**src/hw/rtl/cscan_disk_scheduler_macros.svh**
```systemverilog
// assertion macros of the c-scan scheduler rtl
`ifndef CSCAN_DISK_SCHEDULER_MACROS_SVH
`define CSCAN_DISK_SCHEDULER_MACROS_SVH

`ifndef NO_ASSERTIONS

// expression holds on every clock out of reset
`define CSCAN_ASSERT_ALWAYS(lbl, expr) \
  lbl: assert property (@(posedge clk) disable iff (!rst_n) (expr)) \
    else $error("cscan assertion failed");

// consequent holds in the same cycle as the antecedent
`define CSCAN_ASSERT_IMPLIES(lbl, ante, cons) \
  lbl: assert property (@(posedge clk) disable iff (!rst_n) (ante) |-> (cons)) \
    else $error("cscan assertion failed");

// consequent holds in the cycle after the antecedent
`define CSCAN_ASSERT_NEXT(lbl, ante, cons) \
  lbl: assert property (@(posedge clk) disable iff (!rst_n) (ante) |=> (cons)) \
    else $error("cscan assertion failed");

`else

`define CSCAN_ASSERT_ALWAYS(lbl, expr)
`define CSCAN_ASSERT_IMPLIES(lbl, ante, cons)
`define CSCAN_ASSERT_NEXT(lbl, ante, cons)

`endif

`endif

```
**src/hw/rtl/cscan_pkg.sv**
```systemverilog
// shared types and constants of the c-scan scheduler
`timescale 1ns / 1ps
package cscan_pkg;

  localparam int TRAVEL_W = 23;
  typedef logic [TRAVEL_W-1:0] travel_t;
  localparam travel_t TRAVEL_MAX = '1;

  localparam int CFG_W = 16;
  typedef logic [CFG_W-1:0] cfg_word_t;

  localparam int CFG_IDX_W = 2;
  typedef logic [CFG_IDX_W-1:0] cfg_idx_t;

  localparam cfg_idx_t REG_DISK_CYLINDERS = 2'd0;
  localparam cfg_idx_t REG_START_HEAD     = 2'd1;
  localparam cfg_idx_t REG_SWEEP_UP       = 2'd2;

  localparam cfg_word_t DISK_CYLINDERS_RESET = 16'd200;

endpackage

```
**src/hw/rtl/cscan_disk_scheduler.sv**
```systemverilog
// top level of the c-scan disk request scheduler
`timescale 1ns / 1ps
// Collects a batch of cylinder requests (one per request on the in_ stream, the last one marked
// by in_tlast) and returns them in c-scan service order on the out_ stream, each with the
// running head travel; out_tlast marks the last one, whose travel is the batch total. Requests
// are kept sorted as they arrive by insertion into a memory with one write and one read port:
// a request passes a read and a compare state per stored entry larger than it, and in_tready
// is low meanwhile. A request beyond MAX_REQUESTS is dropped, but its tlast still closes the
// batch. After the closing request a scan finds the split point against start_head, with a
// read and a compare state per entry looked at, then a setup state. Each result then passes
// the read, move, output and wait states, waiting for out_tready, and the single sweep-end run
// and wrap come once per batch between the two parts, or on the last result if the second part
// is empty. All distance and saturating travel sums go through one shared accumulator unit.
// Configuration is written through cfg_we, cfg_index and cfg_wdata, read live during each batch.
`include "cscan_disk_scheduler_macros.svh"
module cscan_disk_scheduler
  import cscan_pkg::*;
#(
  parameter int MAX_REQUESTS  = 64,
  parameter int CYLINDER_BITS = 16
) (
  input  logic clk,
  input  logic rst_n,

  // configuration write port
  input  logic             cfg_we,
  input  cfg_idx_t         cfg_index,
  input  cfg_word_t        cfg_wdata,

  // request stream
  input  logic                                  in_tvalid,
  output logic                                  in_tready,
  input  logic [((CYLINDER_BITS+7)/8)*8-1:0]    in_tdata,   // [CYLINDER_BITS-1:0] cylinder
  input  logic                                  in_tlast,   // batch_end

  // service order stream
  output logic                                  out_tvalid,
  input  logic                                  out_tready,
  // served_cylinder from bit 0, then movement_so_far (23 bits), zero padded
  output logic [((CYLINDER_BITS+TRAVEL_W+7)/8)*8-1:0] out_tdata,
  output logic                                  out_tlast   // final_res
);

  localparam int AW   = $clog2(MAX_REQUESTS);
  localparam int CNTW = $clog2(MAX_REQUESTS + 1);
  localparam int OPW  = (CYLINDER_BITS > CFG_W) ? CYLINDER_BITS : CFG_W;
  localparam int OUTW = ((CYLINDER_BITS + TRAVEL_W + 7) / 8) * 8;

  // sequencer states
  localparam logic [3:0] S_LOAD      = 4'd0;
  localparam logic [3:0] S_INS_RD    = 4'd1;
  localparam logic [3:0] S_INS_CMP   = 4'd2;
  localparam logic [3:0] S_SCAN_RD   = 4'd3;
  localparam logic [3:0] S_SCAN_CMP  = 4'd4;
  localparam logic [3:0] S_SETUP     = 4'd5;
  localparam logic [3:0] S_EMIT_RD   = 4'd6;
  localparam logic [3:0] S_EMIT_MOVE = 4'd7;
  localparam logic [3:0] S_WRAP1     = 4'd8;
  localparam logic [3:0] S_WRAP2     = 4'd9;
  localparam logic [3:0] S_OUT       = 4'd10;
  localparam logic [3:0] S_WAIT      = 4'd11;

  // configuration registers
  cfg_word_t disk_cyl_r;
  cfg_word_t start_head_r;
  logic      sweep_up_r;

  // control state
  logic [3:0]      state_r, state_nxt;
  logic [CNTW-1:0] cnt_r, cnt_nxt;
  logic            out_valid_r, out_valid_nxt;

  // working registers
  logic [CNTW-1:0]          j_r, j_nxt;         // insertion slot, later scan index
  logic [CYLINDER_BITS-1:0] val_r, val_nxt;     // request being inserted
  logic                     end_r, end_nxt;     // batch closes after this insertion
  logic [CNTW-1:0]          split_r, split_nxt;
  logic [CNTW-1:0]          pos_r, pos_nxt;     // place in service order
  logic [AW-1:0]            idx_r, idx_nxt;     // store entry being served
  logic                     wrapped_r, wrapped_nxt;
  logic [OPW-1:0]           head_r, head_nxt;
  travel_t                  total_r, total_nxt;
  logic [CYLINDER_BITS-1:0] cur_r, cur_nxt;

  // output register
  logic [CYLINDER_BITS-1:0] out_cyl_r, out_cyl_nxt;
  travel_t                  out_mov_r, out_mov_nxt;
  logic                     out_last_r, out_last_nxt;

  // sorted request memory
  logic [CYLINDER_BITS-1:0] mem [MAX_REQUESTS];
  logic [CYLINDER_BITS-1:0] rdata_r;
  logic                     mem_we;
  logic [AW-1:0]            mem_waddr;
  logic [CYLINDER_BITS-1:0] mem_wdata;
  logic [AW-1:0]            mem_raddr;

  // shared travel unit
  logic [OPW-1:0] unit_a;
  logic [OPW-1:0] unit_b;
  logic           unit_diff;
  travel_t        unit_sum;

  // derived values
  cfg_word_t       last_cyl;
  logic [OPW-1:0]  last_ext;
  logic [CNTW-1:0] jm1;
  logic [CNTW-1:0] cntm1;
  logic [CNTW-1:0] first_len;   // length of the part served before the wrap
  logic [CNTW-1:0] idx_ext;

  // entry just below the split point
  function automatic logic [AW-1:0] jm1_split(input logic [CNTW-1:0] s);
    logic [CNTW-1:0] t;
    t = s - 1'b1;
    return t[AW-1:0];
  endfunction

  assign last_cyl  = (disk_cyl_r == '0) ? '0 : disk_cyl_r - 1'b1;
  assign last_ext  = OPW'(last_cyl);
  assign jm1       = j_r - 1'b1;
  assign cntm1     = cnt_r - 1'b1;
  assign first_len = sweep_up_r ? (cnt_r - split_r) : split_r;
  assign idx_ext   = CNTW'(idx_r);

  cscan_travel_unit #(
    .OPW (OPW)
  ) u_travel (
    .op_a      (unit_a),
    .op_b      (unit_b),
    .use_diff  (unit_diff),
    .total_in  (total_r),
    .total_out (unit_sum)
  );

  // configuration writes, indexes beyond the list are ignored
  always_ff @(posedge clk) begin
    if (!rst_n) begin
      disk_cyl_r   <= DISK_CYLINDERS_RESET;
      start_head_r <= '0;
      sweep_up_r   <= 1'b1;
    end else if (cfg_we) begin
      case (cfg_index)
        REG_DISK_CYLINDERS: disk_cyl_r   <= cfg_wdata;
        REG_START_HEAD:     start_head_r <= cfg_wdata;
        REG_SWEEP_UP:       sweep_up_r   <= cfg_wdata[0];
        default: ;
      endcase
    end
  end

  // request memory, registered read
  always_ff @(posedge clk) begin
    if (mem_we) begin
      mem[mem_waddr] <= mem_wdata;
    end
    rdata_r <= mem[mem_raddr];
  end

  always_comb begin
    state_nxt     = state_r;
    cnt_nxt       = cnt_r;
    out_valid_nxt = out_valid_r;
    j_nxt         = j_r;
    val_nxt       = val_r;
    end_nxt       = end_r;
    split_nxt     = split_r;
    pos_nxt       = pos_r;
    idx_nxt       = idx_r;
    wrapped_nxt   = wrapped_r;
    head_nxt      = head_r;
    total_nxt     = total_r;
    cur_nxt       = cur_r;
    out_cyl_nxt   = out_cyl_r;
    out_mov_nxt   = out_mov_r;
    out_last_nxt  = out_last_r;

    mem_we    = 1'b0;
    mem_waddr = j_r[AW-1:0];
    mem_wdata = val_r;
    mem_raddr = j_r[AW-1:0];

    unit_a    = OPW'(rdata_r);
    unit_b    = head_r;
    unit_diff = 1'b1;

    in_tready = (state_r == S_LOAD);

    case (state_r)
      S_LOAD: begin
        if (in_tvalid) begin
          if (cnt_r < CNTW'(MAX_REQUESTS)) begin
            val_nxt   = in_tdata[CYLINDER_BITS-1:0];
            j_nxt     = cnt_r;
            cnt_nxt   = cnt_r + 1'b1;
            end_nxt   = in_tlast;
            state_nxt = S_INS_RD;
          end else if (in_tlast) begin
            // store full: request dropped, batch still closes
            j_nxt     = '0;
            state_nxt = S_SCAN_RD;
          end
        end
      end

      S_INS_RD: begin
        if (j_r == '0) begin
          mem_we    = 1'b1;
          j_nxt     = '0;
          state_nxt = end_r ? S_SCAN_RD : S_LOAD;
        end else begin
          mem_raddr = jm1[AW-1:0];
          state_nxt = S_INS_CMP;
        end
      end

      S_INS_CMP: begin
        mem_we = 1'b1;
        if (rdata_r > val_r) begin
          // move the larger entry up one slot
          mem_wdata = rdata_r;
          j_nxt     = jm1;
          state_nxt = S_INS_RD;
        end else begin
          j_nxt     = '0;
          state_nxt = end_r ? S_SCAN_RD : S_LOAD;
        end
      end

      S_SCAN_RD: begin
        state_nxt = S_SCAN_CMP;
      end

      S_SCAN_CMP: begin
        if (OPW'(rdata_r) > OPW'(start_head_r)) begin
          split_nxt = j_r;
          state_nxt = S_SETUP;
        end else if (j_r == cntm1) begin
          // nothing above the head: split at the end of the batch
          split_nxt = cnt_r;
          state_nxt = S_SETUP;
        end else begin
          j_nxt     = j_r + 1'b1;
          state_nxt = S_SCAN_RD;
        end
      end

      S_SETUP: begin
        pos_nxt     = '0;
        wrapped_nxt = 1'b0;
        head_nxt    = OPW'(start_head_r);
        total_nxt   = '0;
        if (sweep_up_r) begin
          idx_nxt = (split_r == cnt_r) ? '0 : split_r[AW-1:0];
        end else begin
          idx_nxt = (split_r == '0) ? cntm1[AW-1:0] : jm1_split(split_r);
        end
        state_nxt = S_EMIT_RD;
      end

      S_EMIT_RD: begin
        mem_raddr = idx_r;
        if (pos_r == first_len && !wrapped_r) begin
          state_nxt = S_WRAP1;
        end else begin
          state_nxt = S_EMIT_MOVE;
        end
      end

      S_EMIT_MOVE: begin
        total_nxt = unit_sum;
        head_nxt  = OPW'(rdata_r);
        cur_nxt   = rdata_r;
        // second part empty: sweep-end run and wrap land on the last result
        if (first_len == cnt_r && pos_r == cntm1) begin
          state_nxt = S_WRAP1;
        end else begin
          state_nxt = S_OUT;
        end
      end

      S_WRAP1: begin
        // run to the sweep end
        unit_a    = sweep_up_r ? last_ext : '0;
        total_nxt = unit_sum;
        state_nxt = S_WRAP2;
      end

      S_WRAP2: begin
        // full-stroke return
        unit_a      = last_ext;
        unit_diff   = 1'b0;
        total_nxt   = unit_sum;
        head_nxt    = sweep_up_r ? '0 : last_ext;
        wrapped_nxt = 1'b1;
        state_nxt   = (first_len == cnt_r) ? S_OUT : S_EMIT_RD;
      end

      S_OUT: begin
        out_valid_nxt = 1'b1;
        out_cyl_nxt   = cur_r;
        out_mov_nxt   = total_r;
        out_last_nxt  = (pos_r == cntm1);
        state_nxt     = S_WAIT;
      end

      S_WAIT: begin
        if (out_tready) begin
          out_valid_nxt = 1'b0;
          if (out_last_r) begin
            cnt_nxt   = '0;
            state_nxt = S_LOAD;
          end else begin
            pos_nxt = pos_r + 1'b1;
            if (sweep_up_r) begin
              idx_nxt = (idx_ext == cntm1) ? '0 : idx_r + 1'b1;
            end else begin
              idx_nxt = (idx_r == '0) ? cntm1[AW-1:0] : idx_r - 1'b1;
            end
            state_nxt = S_EMIT_RD;
          end
        end
      end

      default: begin
        state_nxt = S_LOAD;
      end
    endcase
  end

  always_ff @(posedge clk) begin
    if (!rst_n) begin
      state_r     <= S_LOAD;
      cnt_r       <= '0;
      out_valid_r <= 1'b0;
    end else begin
      state_r     <= state_nxt;
      cnt_r       <= cnt_nxt;
      out_valid_r <= out_valid_nxt;
    end
  end

  always_ff @(posedge clk) begin
    j_r        <= j_nxt;
    val_r      <= val_nxt;
    end_r      <= end_nxt;
    split_r    <= split_nxt;
    pos_r      <= pos_nxt;
    idx_r      <= idx_nxt;
    wrapped_r  <= wrapped_nxt;
    head_r     <= head_nxt;
    total_r    <= total_nxt;
    cur_r      <= cur_nxt;
    out_cyl_r  <= out_cyl_nxt;
    out_mov_r  <= out_mov_nxt;
    out_last_r <= out_last_nxt;
  end

  assign out_tvalid = out_valid_r;
  assign out_tdata  = OUTW'({out_mov_r, out_cyl_r});
  assign out_tlast  = out_last_r;

  // requests are never taken while a result is on offer
  `CSCAN_ASSERT_ALWAYS(a_no_overlap, !(in_tready && out_tvalid))
  // the request count stays within the store
  `CSCAN_ASSERT_ALWAYS(a_cnt_bound, cnt_r <= CNTW'(MAX_REQUESTS))
  // the final result frees the store for the next batch
  `CSCAN_ASSERT_NEXT(a_batch_done, out_tvalid && out_tready && out_tlast,
                     cnt_r == '0 && state_r == S_LOAD)
  // served entries lie inside the held batch
  `CSCAN_ASSERT_IMPLIES(a_idx_range, state_r == S_EMIT_RD, idx_ext < cnt_r)
  // the wrap is taken once per batch
  `CSCAN_ASSERT_IMPLIES(a_single_wrap, state_r == S_WRAP1, !wrapped_r)

endmodule

```
**src/hw/rtl/cscan_travel_unit.sv**
```systemverilog
// shared distance and saturating travel accumulator of the c-scan scheduler
`timescale 1ns / 1ps
module cscan_travel_unit
  import cscan_pkg::*;
#(
  parameter int OPW = 16
) (
  input  logic [OPW-1:0] op_a,
  input  logic [OPW-1:0] op_b,
  input  logic           use_diff,   // 1: add |a - b|, 0: add a
  input  travel_t        total_in,
  output travel_t        total_out
);

  localparam int SW = ((OPW > TRAVEL_W) ? OPW : TRAVEL_W) + 1;

  logic [OPW-1:0] gap;
  logic [OPW-1:0] step;
  logic [SW-1:0]  sum_wide;

  always_comb begin
    if (op_a >= op_b) begin
      gap = op_a - op_b;
    end else begin
      gap = op_b - op_a;
    end
    step      = use_diff ? gap : op_a;
    sum_wide  = SW'(total_in) + SW'(step);
    // clamp at the top of the travel range
    total_out = (sum_wide > SW'(TRAVEL_MAX)) ? TRAVEL_MAX : sum_wide[TRAVEL_W-1:0];
  end

endmodule

```
**config.mk**
```make
export PLATFORM = sky130hd
export DESIGN_NAME = cscan_disk_scheduler
export DESIGN_NICKNAME = d
export VERILOG_FILES = /design/src/hw/rtl/cscan_pkg.sv /design/src/hw/rtl/cscan_disk_scheduler.sv /design/src/hw/rtl/cscan_travel_unit.sv
export VERILOG_INCLUDE_DIRS = /design/src /design/src/hw/rtl
export SDC_FILE = /design/constraint.sdc
export NUM_CORES = 2
export LEC_CHECK = 0
export BUFFER_PORTS_ARGS = -buffer_cell sky130_fd_sc_hd__buf_2
export CAP_MARGIN = 0
export CORE_ASPECT_RATIO = 1.75
export CORE_MARGIN = 4
export CORE_UTILIZATION = 40
export CTS_CLUSTER_DIAMETER = 150
export CTS_CLUSTER_SIZE = 8
export DETAILED_ROUTE_END_ITERATION = 6
export GPL_ROUTABILITY_DRIVEN = 0
export HOLD_SLACK_MARGIN = 0.08
export PLACE_DENSITY = 0.61
export SLEW_MARGIN = 20
export SYNTH_ARGS = -nofsm -noshare
export SYNTH_HDL_FRONTEND = slang
export SYNTH_HIERARCHICAL = 1
export SYNTH_SLANG_ARGS = --single-unit
```
**constraint.sdc**
```tcl
create_clock -name clk -period 9.6 [get_ports clk]
set_input_delay 0.96 -clock clk [delete_from_list [all_inputs] [get_ports clk]]
set_output_delay 0.96 -clock clk [all_outputs]
set_load 0.02 [all_outputs]
```
==> impl_metrics.env <==
export IMPL_peakVddDrop_uv=234
export IMPL_ant_nets=0
export IMPL_via_per_inst=5.62
export IMPL_die_h_microns=496
export IMPL_grt_pass1_vias=35100
export IMPL_grtUsageTotal_pct=21.7
export IMPL_synth_edf_count=1164
export IMPL_nets=4568
export IMPL_grt_start_max_net_pins=155
export IMPL_io_pins=83
export IMPL_syn_area_sq_um=54500
export IMPL_cp_arrival_ns=8.07
export IMPL_drive_above_1_share_pct=11.1
export IMPL_nFillCells=12000
export IMPL_seqCellArea_sq_um=36200
export IMPL_hp_class="input port to flop"
export IMPL_post_cts_buffers=0
export IMPL_dieArea_sq_um=142000
export IMPL_synthDistinctLibCells=91
export IMPL_cts_made_buffers=171
export IMPL_run_status="completed"
export IMPL_clock_fmax_mhz=133
export IMPL_portBuffers=81
export IMPL_maxCapViolCount=0
export IMPL_firstDrtPassIters=6
export IMPL_syn_avg_cell_area_sq_um=12.7
export IMPL_antenna_found_initial=6
export IMPL_cts_tree="yes"
export IMPL_cts_num_sinks=1225
export IMPL_cts_hold_buf=0
export IMPL_power_leakage_nw=21.7
export IMPL_htreeDepth=4
export IMPL_wl_per_cell_microns=25.0
export IMPL_pre_cts_slack_ns=2.05
export IMPL_clk_path_buf_depth=3
export IMPL_totalWireLength_mm=157
export IMPL_synth_async_reset_ratio_pct=0
export IMPL_grt_overflow=0
export IMPL_slew_limit_headroom_pct=22.0
export IMPL_finalHoldViolCount=0
export IMPL_cts_resized=0
export IMPL_finalSetupViolCount=0
export IMPL_cts_root_buf="clkbuf_16"
export IMPL_cts_clk_slew_worst_paths_ns=0.05
export IMPL_worst_pin_slew_ns=1.16
export IMPL_syn2layout_area_growth_pct=13.4
export IMPL_dp_hpwl_mm=101
export IMPL_setup_tns_ns=0
export IMPL_clock_latency_ns=0.77
export IMPL_crit_type="flop to flop"
export IMPL_rows=178
export IMPL_grt_pass1_wl_mm=230
export IMPL_yosysWarningCount=6
export IMPL_drc=0
export IMPL_synth_flop_cell="edfxtp_1"
export IMPL_first_iter_violations=2784
export IMPL_start_util_pct=40.4
export IMPL_clock_skew_ns=0.0377
export IMPL_setup_worst_path_end_class="flop"
export IMPL_cp_max_fo=11
export IMPL_crit_required_ns=10.13
export IMPL_dpl_cell_area_sq_um=57100
export IMPL_seq_area_frac_synth_pct=66.4
export IMPL_slew_violations=0
export IMPL_setup_worst_path_start_class="flop"
export IMPL_post_route_period_util_pct=78.6
export IMPL_core_area_sq_um=135000
export IMPL_fin_crit_ns=7.55
export IMPL_fin_ws_ns=2.05
export IMPL_total_power_w=0.0189
export IMPL_p_per_area_nw_per_um2=306
export IMPL_netlist_instances=4295
export IMPL_num_vias=35300
export IMPL_synth_ff_latch_count=1225
export IMPL_rsz0062_at_grt="false"
export IMPL_final_util_pct=45.8
export IMPL_multi_input_area_sq_um=16900
export IMPL_fin_area_sq_um=61800
export IMPL_syn_nets=4437
export IMPL_fp_dieW_microns=287
## cells by family (layout without fill, tap and decap cells)
group / count (synthesis) / after routing / share of synthesized area (%)
compound gates: 665 / 665 / 8.35
fa+ha+maj: 102 / 102 / 2.40
buf+inv: 355 / 537 / 2.88
flops: 1225 / 1225 / 66.4
other cells: 1 / 7 / 0.00688
simple gates: 1544 / 1544 / 12.7
xor+xnor: 98 / 98 / 1.58
mux: 305 / 305 / 5.71
## per-layer routing
metal	part of all wire, %	global-route usage (%)	vias to the layer above	wire length, microns
met2	52	39.4	1316	82100
li1	-	-	16100	-
met5	0.0076	0	-	12
met4	8.1	15.4	2	12800
met3	5.3	3.24	400	8370
met1	34	23.1	17500	54100
## power breakdown
group          internal (W)  total [W]  switching (W)
sequential          0.00623    0.00642       0.000188
combinational       0.00233    0.00710        0.00477
clock               0.00322    0.00539        0.00216
## worst paths after layout
| path | startpoint | endpoint | slack [ns] | depth (start not counted) |
|---|---|---|---|---|
| hold reg to reg | cur_r[14]$_DFFE_PP_ | out_cyl_r[14]$_DFFE_PP_ | 0.41 | 0 |
| setup reg to reg | disk_cyl_r[2]$_SDFFE_PN0P_ | total_r[18]$_SDFFCE_PN0P_ | 2.05 | 26 |
| setup / recovery | disk_cyl_r[2]$_SDFFE_PN0P_ | total_r[18]$_SDFFCE_PN0P_ | 2.05 | 26 |
| hold / removal | in_tdata[4] | val_r[4]$_DFFE_PP_ | 0.37 | 1 |
## layout by cell type (no fill, tap or decap), types with 16 or more instances in the layout
cell / n
a21boi_0: 29
a21o_1: 41
a21oi_1: 167
a22oi_1: 19
a311oi_1: 17
a31oi_1: 44
a32o_1: 16
and2_1: 34
and3_1: 43
buf_2: 81
buf_4: 122
clkbuf_1: 38
clkbuf_16: 173
dfxtp_1: 61
edfxtp_1: 1164
ha_1: 98
inv_1: 106
mux2_2: 38
mux2i_1: 265
nand2_1: 818
nand2b_1: 22
nand3_1: 275
nand4_1: 18
nor2_1: 163
nor3_1: 50
nor4_1: 32
o211ai_1: 31
o21a_1: 23
o21ai_0: 90
o21bai_1: 21
o22ai_1: 39
o2bb2ai_1: 18
xnor2_1: 57
xor2_1: 41
## critical path, stage by stage (launching register included)
cell,delay [ns]
dfxtp_1,0.35
or4_1,0.58
nor2_1,0.13
and3_1,0.31
nand3_1,0.39
nand2_1,0.39
o21ai_0,0.22
inv_1,0.10
ha_1,0.16
inv_1,0.05
fa_1,0.40
a21oi_2,0.23
o2111ai_1,0.28
a211oi_2,0.54
or3_1,0.46
mux2i_1,0.27
xor2_1,0.16
mux2i_1,0.09
ha_1,0.39
a211o_1,0.21
a21oi_2,0.09
o311ai_1,0.42
a21oi_2,0.17
o21ai_2,0.25
and3_4,0.23
mux2_4,0.29
and2_1,0.13
## synthesized netlist by cell type (all sizes together), types with 17 or more instances
master	count	area, sq um
mux2	40	458
nand2	818	3070
and2	34	213
o2bb2ai	18	158
nand3	275	1380
xnor2	57	499
edfxtp	1164	35000
a311oi	17	149
nor3	53	288
o22ai	39	244
o21ai	102	518
o21bai	21	158
a21o	41	308
a21oi	170	862
and3	44	280
mux2i	265	2650
ha	98	1230
inv	106	398
a21boi	29	218
a31oi	44	275
dfxtp	61	1220
o211ai	33	267
nor4	39	244
buf	120	684
o21a	23	173
clkbuf	128	480
nand4	18	113
xor2	41	359
a22oi	19	143
nor2	175	659
nand2b	22	138
## area by class of cell
class,instances,area share (%)
Clock buffer,211,7.24
Multi-Input combinational cell,2715,27.3
Antenna cell,6,0.0243
Tap cell,1800,3.65
Inverter,107,0.650
Timing Repair Buffer,206,2.24
Clock inverter,13,0.310
Sequential cell,1225,58.6
## flip-flops by register name, summed over array words and instances, names as in the netlist
signal        cells
start_head_r     16
wrapped_r         1
mem            1024
val_r            16
out_cyl_r        16
cnt_r             7
state_r           4
cur_r            16
sweep_up_r        1
disk_cyl_r       16
j_r               7
rdata_r          16
head_r           16
out_tvalid        1
out_mov_r        23
end_r             1
total_r          23
out_tlast         1
pos_r             7
idx_r             6
split_r           7
## stage by stage
step | instances | hold slack (ns)
2_1_floorplan | 4295 | 0.400
3_3_place_gp | 6053 | 0.403
3_5_place_dp | 6053 | 0.405
4_1_cts | 6277 | 0.317
5_1_grt | 6279 | 0.337
6_report | 6283 | 0.368
(Power assumes the default switching activity.)
